File: config.mk
export PLATFORM = sky130hd
export DESIGN_NAME = command_queue_remove_by_id_core
export DESIGN_NICKNAME = d
export VERILOG_FILES = /design/src/hw/rtl/cqr_pkg.sv /design/src/hw/rtl/cqr_datapath.sv /design/src/hw/rtl/cqr_controller.sv /design/src/hw/rtl/command_queue_remove_by_id_core.sv
export VERILOG_INCLUDE_DIRS = /design/src /design/src/hw/rtl
export SDC_FILE = /design/constraint.sdc
export NUM_CORES = 2
export LEC_CHECK = 0
export BUFFER_PORTS_ARGS = -buffer_cell sky130_fd_sc_hd__buf_2
export CAP_MARGIN = 20
export CORE_UTILIZATION = 45
export DETAILED_ROUTE_END_ITERATION = 16
export SYNTH_ARGS = -nofsm -noshare
export SYNTH_HDL_FRONTEND = slang
export SYNTH_HIERARCHICAL = 1
export SYNTH_SLANG_ARGS = --single-unit
export TNS_END_PERCENT = 100
File: constraint.sdc
create_clock -name clk_i -period 15.95 [get_ports clk_i]
set_input_delay 0.7975 -clock clk_i [delete_from_list [all_inputs] [get_ports clk_i]]
set_output_delay 0.7975 -clock clk_i [all_outputs]
set_load 0.02 [all_outputs]
File: src/hw/rtl/command_queue_remove_by_id_core_defines.svh
// Assertion macros used by the command queue datapath.
// Each macro expects clk_i and rst_ni to be in scope at the point of use.
`ifndef COMMAND_QUEUE_REMOVE_BY_ID_CORE_DEFINES_SVH
`define COMMAND_QUEUE_REMOVE_BY_ID_CORE_DEFINES_SVH

// Plain property, checked at every rising clock edge out of reset.
`define CQR_ASSERT(label, prop, msg) \
  label: assert property (@(posedge clk_i) disable iff (!rst_ni) (prop)) else $error(msg);

// Implication checked in the same cycle.
`define CQR_ASSERT_IMP(label, ante, cons, msg) \
  label: assert property (@(posedge clk_i) disable iff (!rst_ni) (ante) |-> (cons)) \
    else $error(msg);

`endif

File: src/hw/rtl/cqr_pkg.sv
// Package for the command queue: sizes, opcodes, status and state codes, word types
// and the control and status bundles between controller and datapath.
package cqr_pkg;

  localparam int QueueDepth = 16;
  localparam int IdxW = (QueueDepth > 1) ? $clog2(QueueDepth) : 1;
  localparam int CntW = $clog2(QueueDepth + 1);
  localparam int PtrW = $clog2(QueueDepth + 2);
  localparam int OccW = 5;

  typedef enum logic [1:0] {
    OP_APPEND = 2'd0,
    OP_REMOVE = 2'd1,
    OP_PEEK   = 2'd2,
    OP_QUERY  = 2'd3
  } cqr_op_e;

  typedef enum logic [1:0] {
    ST_OK   = 2'd0,
    ST_FULL = 2'd1,
    ST_MISS = 2'd2
  } cqr_status_e;

  typedef enum logic [2:0] {
    S_IDLE,
    S_FILL,
    S_SEARCH,
    S_SHIFT,
    S_FINISH
  } cqr_state_e;

  typedef struct packed {
    cqr_op_e     op;
    logic [15:0] cmd_id;
    logic [31:0] identity;
    logic [7:0]  command;
    logic [31:0] payload;
  } cqr_in_t;

  typedef struct packed {
    cqr_status_e status;
    logic        found;
    logic        front_valid;
    logic [15:0] front_id;
    logic [31:0] front_identity;
    logic [7:0]  front_command;
    logic [31:0] front_payload;
    logic [OccW-1:0] occupancy;
  } cqr_out_t;

  typedef struct packed {
    logic [15:0] cmd_id;
    logic [31:0] identity;
    logic [7:0]  command;
    logic [31:0] payload;
  } cqr_entry_t;

  // Commands from the controller to the datapath.
  typedef struct packed {
    logic        capture;
    logic        append;
    logic        ptr_clr;
    logic        shift_wr;
    logic        shrink;
    logic        out_load;
    cqr_status_e status;
    logic        found;
  } cqr_ctrl_t;

  // Status from the datapath to the controller.
  typedef struct packed {
    logic empty;
    logic full;
    logic match;
    logic last;
    logic shift_end;
  } cqr_stat_t;

endpackage

File: src/hw/rtl/cqr_datapath.sv
// Datapath of the command queue: entry memory, count, scan pointer, front copy
// and the result register. Depends on cqr_pkg and the assertion macro header.
`include "command_queue_remove_by_id_core_defines.svh"

module cqr_datapath
  import cqr_pkg::*;
(
  input  logic      clk_i,
  input  logic      rst_ni,
  input  cqr_in_t   in_i,
  input  cqr_ctrl_t ctrl_i,
  output cqr_stat_t stat_o,
  output logic      done_o,
  output cqr_out_t  out_o
);

  cqr_entry_t mem [QueueDepth];
  cqr_entry_t rdata_q;
  cqr_entry_t front_q, front_d;
  cqr_entry_t wr_data;
  logic [15:0] key_q;
  logic [CntW-1:0] count_q, count_d;
  logic [PtrW-1:0] ptr_q, ptr_d;
  logic [PtrW-1:0] tag_q;
  logic [PtrW-1:0] tag_m1;
  logic [PtrW-1:0] count_ext;
  logic [IdxW-1:0] wr_addr;
  logic            wr_en;
  cqr_out_t        out_q, out_d;
  logic            out_vld_q;

  assign tag_m1    = tag_q - PtrW'(1);
  assign count_ext = PtrW'(count_q);

  assign wr_en   = ctrl_i.append | ctrl_i.shift_wr;
  assign wr_addr = ctrl_i.append ? count_q[IdxW-1:0] : tag_m1[IdxW-1:0];

  always_comb begin
    if (ctrl_i.append) begin
      wr_data.cmd_id   = in_i.cmd_id;
      wr_data.identity = in_i.identity;
      wr_data.command  = in_i.command;
      wr_data.payload  = in_i.payload;
    end else begin
      wr_data = rdata_q;
    end
  end

  // The memory is read every cycle at the scan pointer; tag_q remembers
  // which slot the registered read word came from.
  always_ff @(posedge clk_i) begin
    if (wr_en) begin
      mem[wr_addr] <= wr_data;
    end
    rdata_q <= mem[ptr_q[IdxW-1:0]];
  end

  always_comb begin
    count_d = count_q;
    if (ctrl_i.append) begin
      count_d = count_q + CntW'(1);
    end else if (ctrl_i.shrink) begin
      count_d = count_q - CntW'(1);
    end
  end

  assign ptr_d = ctrl_i.ptr_clr ? '0 : ptr_q + PtrW'(1);

  // Slot zero is mirrored here so the front word needs no second read port.
  always_comb begin
    front_d = front_q;
    if (ctrl_i.append && (count_q == '0)) begin
      front_d = wr_data;
    end else if (ctrl_i.shift_wr && (tag_m1 == '0)) begin
      front_d = rdata_q;
    end
  end

  always_ff @(posedge clk_i or negedge rst_ni) begin
    if (!rst_ni) begin
      count_q   <= '0;
      ptr_q     <= '0;
      tag_q     <= '0;
      out_vld_q <= 1'b0;
    end else begin
      count_q   <= count_d;
      ptr_q     <= ptr_d;
      tag_q     <= ptr_q;
      out_vld_q <= ctrl_i.out_load;
    end
  end

  always_comb begin
    out_d             = out_q;
    out_d.status      = ctrl_i.status;
    out_d.found       = ctrl_i.found;
    out_d.front_valid = (count_q != '0);
    out_d.occupancy   = OccW'(count_q);
    if (count_q != '0) begin
      out_d.front_id       = front_q.cmd_id;
      out_d.front_identity = front_q.identity;
      out_d.front_command  = front_q.command;
      out_d.front_payload  = front_q.payload;
    end else begin
      out_d.front_id       = '0;
      out_d.front_identity = '0;
      out_d.front_command  = '0;
      out_d.front_payload  = '0;
    end
  end

  always_ff @(posedge clk_i) begin
    front_q <= front_d;
    if (ctrl_i.capture) begin
      key_q <= in_i.cmd_id;
    end
    if (ctrl_i.out_load) begin
      out_q <= out_d;
    end
  end

  assign stat_o.empty     = (count_q == '0);
  assign stat_o.full      = (count_q == CntW'(QueueDepth));
  assign stat_o.match     = (rdata_q.cmd_id == key_q);
  assign stat_o.last      = ((tag_q + PtrW'(1)) == count_ext);
  assign stat_o.shift_end = (tag_q == count_ext);

  assign done_o = out_vld_q;
  assign out_o  = out_q;

  `CQR_ASSERT(a_count_bound, count_q <= CntW'(QueueDepth), "entry count above queue depth")
  `CQR_ASSERT_IMP(a_shift_in_range, ctrl_i.shift_wr, (tag_q != '0) && (tag_q < count_ext),
                  "compaction write outside the held entries")
  `CQR_ASSERT_IMP(a_full_not_found, out_vld_q, (out_q.status != ST_FULL) || !out_q.found,
                  "full status reported together with found")

endmodule

File: src/hw/rtl/cqr_controller.sv
// Controller of the command queue: sequences append, peek, search and
// compaction. Depends on cqr_pkg; drives the datapath through cqr_ctrl_t.
module cqr_controller
  import cqr_pkg::*;
(
  input  logic      clk_i,
  input  logic      rst_ni,
  input  logic      start,
  input  cqr_op_e   op_i,
  input  cqr_stat_t stat_i,
  output cqr_ctrl_t ctrl_o,
  output logic      busy
);

  cqr_state_e  state_q, state_d;
  cqr_op_e     op_q, op_d;
  cqr_status_e res_status_q, res_status_d;
  logic        res_found_q, res_found_d;

  always_ff @(posedge clk_i or negedge rst_ni) begin
    if (!rst_ni) begin
      state_q      <= S_IDLE;
      op_q         <= OP_PEEK;
      res_status_q <= ST_OK;
      res_found_q  <= 1'b0;
    end else begin
      state_q      <= state_d;
      op_q         <= op_d;
      res_status_q <= res_status_d;
      res_found_q  <= res_found_d;
    end
  end

  always_comb begin
    state_d      = state_q;
    op_d         = op_q;
    res_status_d = res_status_q;
    res_found_d  = res_found_q;
    case (state_q)
      S_IDLE: begin
        if (start) begin
          op_d        = op_i;
          res_found_d = 1'b0;
          state_d     = S_FINISH;
          case (op_i)
            OP_APPEND: res_status_d = stat_i.full ? ST_FULL : ST_OK;
            OP_PEEK:   res_status_d = stat_i.empty ? ST_MISS : ST_OK;
            default: begin
              if (stat_i.empty) begin
                res_status_d = ST_MISS;
              end else begin
                state_d = S_FILL;
              end
            end
          endcase
        end
      end
      S_FILL: begin
        state_d = S_SEARCH;
      end
      S_SEARCH: begin
        if (stat_i.match) begin
          res_status_d = ST_OK;
          res_found_d  = 1'b1;
          state_d      = (op_q == OP_REMOVE) ? S_SHIFT : S_FINISH;
        end else if (stat_i.last) begin
          res_status_d = ST_MISS;
          state_d      = S_FINISH;
        end
      end
      S_SHIFT: begin
        if (stat_i.shift_end) begin
          state_d = S_FINISH;
        end
      end
      S_FINISH: begin
        state_d = S_IDLE;
      end
      default: begin
        state_d = S_IDLE;
      end
    endcase
  end

  always_comb begin
    ctrl_o        = '0;
    ctrl_o.status = res_status_q;
    ctrl_o.found  = res_found_q;
    busy          = 1'b1;
    case (state_q)
      S_IDLE: begin
        busy           = 1'b0;
        ctrl_o.capture = start;
        ctrl_o.ptr_clr = 1'b1;
        ctrl_o.append  = start && (op_i == OP_APPEND) && !stat_i.full;
      end
      S_FILL, S_SEARCH: begin
        ctrl_o.shift_wr = 1'b0;
      end
      S_SHIFT: begin
        // Each cycle moves the word read from slot tag down by one slot.
        ctrl_o.shift_wr = !stat_i.shift_end;
        ctrl_o.shrink   = stat_i.shift_end;
      end
      S_FINISH: begin
        ctrl_o.out_load = 1'b1;
      end
      default: begin
        busy = 1'b1;
      end
    endcase
  end

endmodule

File: src/hw/rtl/command_queue_remove_by_id_core.sv
// Top level of the command queue with removal by id.
// Depends on cqr_pkg, cqr_controller and cqr_datapath.
//
// A word is taken when start is high and busy is low. Its result appears on
// out_o for exactly one cycle with done_o high and must be taken then; the
// receiver cannot stall. Append and peek pass from idle through the finish
// state, which loads the result register. Query and remove scan the entry
// memory from the front, one slot per cycle through its single read port;
// a remove then holds busy while the same port moves every later entry down
// one slot. A new word may be started in the cycle its predecessor's result
// is shown.
module command_queue_remove_by_id_core
  import cqr_pkg::*;
(
  input  logic     clk_i,
  input  logic     rst_ni,
  input  logic     start,
  output logic     busy,
  input  cqr_in_t  in_i,
  output logic     done_o,
  output cqr_out_t out_o
);

  cqr_ctrl_t ctrl;
  cqr_stat_t stat;

  cqr_controller u_controller (
    .clk_i  (clk_i),
    .rst_ni (rst_ni),
    .start  (start),
    .op_i   (in_i.op),
    .stat_i (stat),
    .ctrl_o (ctrl),
    .busy   (busy)
  );

  cqr_datapath u_datapath (
    .clk_i  (clk_i),
    .rst_ni (rst_ni),
    .in_i   (in_i),
    .ctrl_i (ctrl),
    .stat_o (stat),
    .done_o (done_o),
    .out_o  (out_o)
  );

endmodule
==> flow_summary.toml <==
[timing]
rsz0062_at_grt = "false"
max_freq_mhz = 183
setup-tns-final_ps = 0
maxSlewHeadroom_pct = 23.6
tightest_slew_ps = 1150
hold_viol = 0
final-max-slew-violation-count = 0
final.min_clock_period_ps = 5450
fin_ws_ps = 10500
holdWs_ps = 192
period_share_pct = 34.2
skew_ps = 31.9
finalSetupViolCount = 0

[floorplan]
die_w_um = 385
rows = 140
die_y_um = 385
dieArea_um2 = 148000
initial_utilization_pct = 45.3
core_area_um2 = 146000
ios = 192

[route]
firstDrtPassIters = 5
wirelength_um = 149000
antenna_left = 0
routedWlPerCell_um = 26.1
drt-initial-drc-count = 2754
routed_via_density = 5.67
via_count = 32300
drc = 0

[status]
status = "complete, no violations"

[worst_setup_path]
end_kind = "flip-flop"
crit_fanout = 105
r2r_cells = 9
r2r-end = "u_datapath/mem[2][23]"
worstReg2RegStart = "u_controller/state_q[0]"
start_kind = "flip-flop"
required_ps = 16380
critical_path_class = "flip-flop to flip-flop"
rrSetupSlack_ps = 10500
arrival_ps = 5880

[final_layout]
fin_area_um2 = 74800
layout.cells.non_filler = 5703
final_cell_mix = "edfxtp_1, mux2i_1, mux2_2, buf_2, o21ai_0"
layout_commonest_cell = "edfxtp_1"
fin_util_pct = 51.4
multi_input_area_um2 = 14500
drive_above_1_share_pct = 25.7
syn_to_final_growth_pct = 13.5
fillers = 11500
fin_nets = 3738
seq_area_um2 = 50700

[clock_network]
clkSinkCount = 1721
clock_latency_ps = 820
cts_root_buffer = "clkbuf_16"
ctsHtreeMaxLevel = 4
clockBufferDepth = 3
cts_buffers = 176
clk_pin_slew_ps = 60
cts_tree = "built"

[placed_design]
hpwl_um = 79500
placed_cell_area_um2 = 69100
place_inst = 5373
portBuffers = 191
post-place-ws_ps = 9840
gp_congestion = 0.759

[hold_path]
hold_start = "in_i[81]"
hold_end = "u_datapath/key_q[9]"
hold-path-cell-count = 1
hold_class = "input pin to flip-flop"

[logic_synthesis]
postSynthCellCount = 3395
yosysSeqAreaShare_pct = 76.9
syn-num-nets = 3496
synth_cell_types = 53
netlist_area_um2 = 65900
syn_avg_cell_area_um2 = 19.4
synth-seq-cells = 1721
synth_ff_type = "edfxtp_1"
synth_edf_count = 1609
yosys_warnings = 6
ys_async_sr_fraction_pct = 1.39

[power]
fin_total_pwr_mw = 13.0
p_leak_nw = 24.2
vdd_drop_max_mv = 0.140
power_density_nw_per_um2 = 174

[global_route]
grt_max_degree = 128
antenna_found_initial = 8
grt_usage_pct = 20.3
grt_pass1_vias = 32600
grt_first_pass_wirelength_um = 220000
grt_overflow = 0

[job]
cap_violations = 0
-- worst max-delay path: stages (launching register included) --
cell and delay (ps):
dfrtp_1 460, nor3_2 450, and2_1 460, nor4b_4 330
buf_12 540, inv_1 230, o31a_1 450, nor2_4 670
buf_4 730, buf_4 590
-- logic make-up after synthesis --
group	after synthesis	synth area share, %
flip-flops	1721	76.9
multiplexers	711	14.7
AO/OA/AOI/OAI	469	4.46
AND/OR/NAND/NOR	259	2.02
buffers and inverters	194	1.34
XOR/XNOR	33	0.438
adder cells (fa/ha/maj)	8	0.163
-- synth_stat cells, types with 4 or more instances --
cell | count | area (µm²)
mux4_2 | 176 | 3960
nand2_1 | 103 | 387
nor2_1 | 28 | 105
a221oi_1 | 88 | 771
buf_2 | 75 | 375
o21ai_0 | 183 | 916
mux2_2 | 257 | 2890
clkbuf_1 | 93 | 349
dfrtp_1 | 23 | 576
mux2_4 | 11 | 165
xor2_1 | 7 | 61.3
nand4_1 | 5 | 31.3
a21oi_1 | 97 | 485
inv_1 | 8 | 30.0
nor2b_1 | 94 | 588
mux2i_1 | 267 | 2670
buf_1 | 5 | 18.8
dfxtp_1 | 88 | 1760
a22oi_1 | 88 | 661
ha_1 | 7 | 87.6
edfxtp_1 | 1609 | 48300
buf_4 | 8 | 60.1
buf_6 | 4 | 45.0
xnor2_1 | 26 | 228
-- timing repair --
action,in CTS,in global routing
hold endpoints to repair,23,0
buffers inserted,0,0
gates resized for setup,0,0
hold buffers,1,0
-- metal layers --
metal / wire [µm] / share of wire (%) / track usage [%] / vias to the layer above
li1: - / - / - / 14200
met5: 40 / 0.027 / 0 / -
met3: 7780 / 5.2 / 3.67 / 199
met1: 67800 / 45 / 29.2 / 17100
met2: 70300 / 47 / 32.0 / 849
met4: 3090 / 2.1 / 5.26 / 6
-- worst max path at each step --
stage	from	to	slack, ps	cells after the start
4_1_cts	u_controller/state_q[0]	u_datapath/mem[2][28]	9800	9
6_report	u_controller/state_q[0]	u_datapath/mem[2][23]	10500	9
3_3_place_gp	u_controller/state_q[0]	u_datapath/mem[7][48]	9960	10
5_1_grt	u_controller/state_q[0]	u_datapath/mem[7][41]	10060	10
2_1_floorplan	u_controller/state_q[2]	u_datapath/done_o	7480	2
3_5_place_dp	u_controller/state_q[0]	u_datapath/mem[2][22]	9840	9
-- power breakdown --
part	leakage [nW]	total [mW]	internal [mW]	switching [mW]
Clock	2.76	4.02	2.32	1.71
Sequential	15.5	6.19	5.96	0.230
Combinational	5.90	2.83	1.04	1.79
Total	24.2	13.0	9.32	3.73
-- cell type report --
type | instances | area share (%)
timing repair buffer | 250 | 1.96
antenna | 1 | 0.00334
multi-input combinational | 1480 | 19.4
clock inverter | 62 | 0.975
clock buffer | 264 | 6.64
sequential | 1721 | 67.7
tap | 1917 | 3.21
inverter | 8 | 0.0401
-- flip-flops by register name (all words and copies together), names as in the netlist --
signal / flops
u_datapath/mem: 1408
u_datapath/out_o: 97
u_datapath/front_q: 88
u_datapath/rdata_q: 88
u_datapath/key_q: 16
u_datapath/count_ext: 5
u_datapath/ptr_q: 5
u_datapath/tag_q: 5
u_controller/state_q: 3
u_controller/op_q: 2
u_controller/res_status_q: 2
u_controller/res_found_q: 1
u_datapath/done_o: 1
Power figures use the tool's default switching activity.
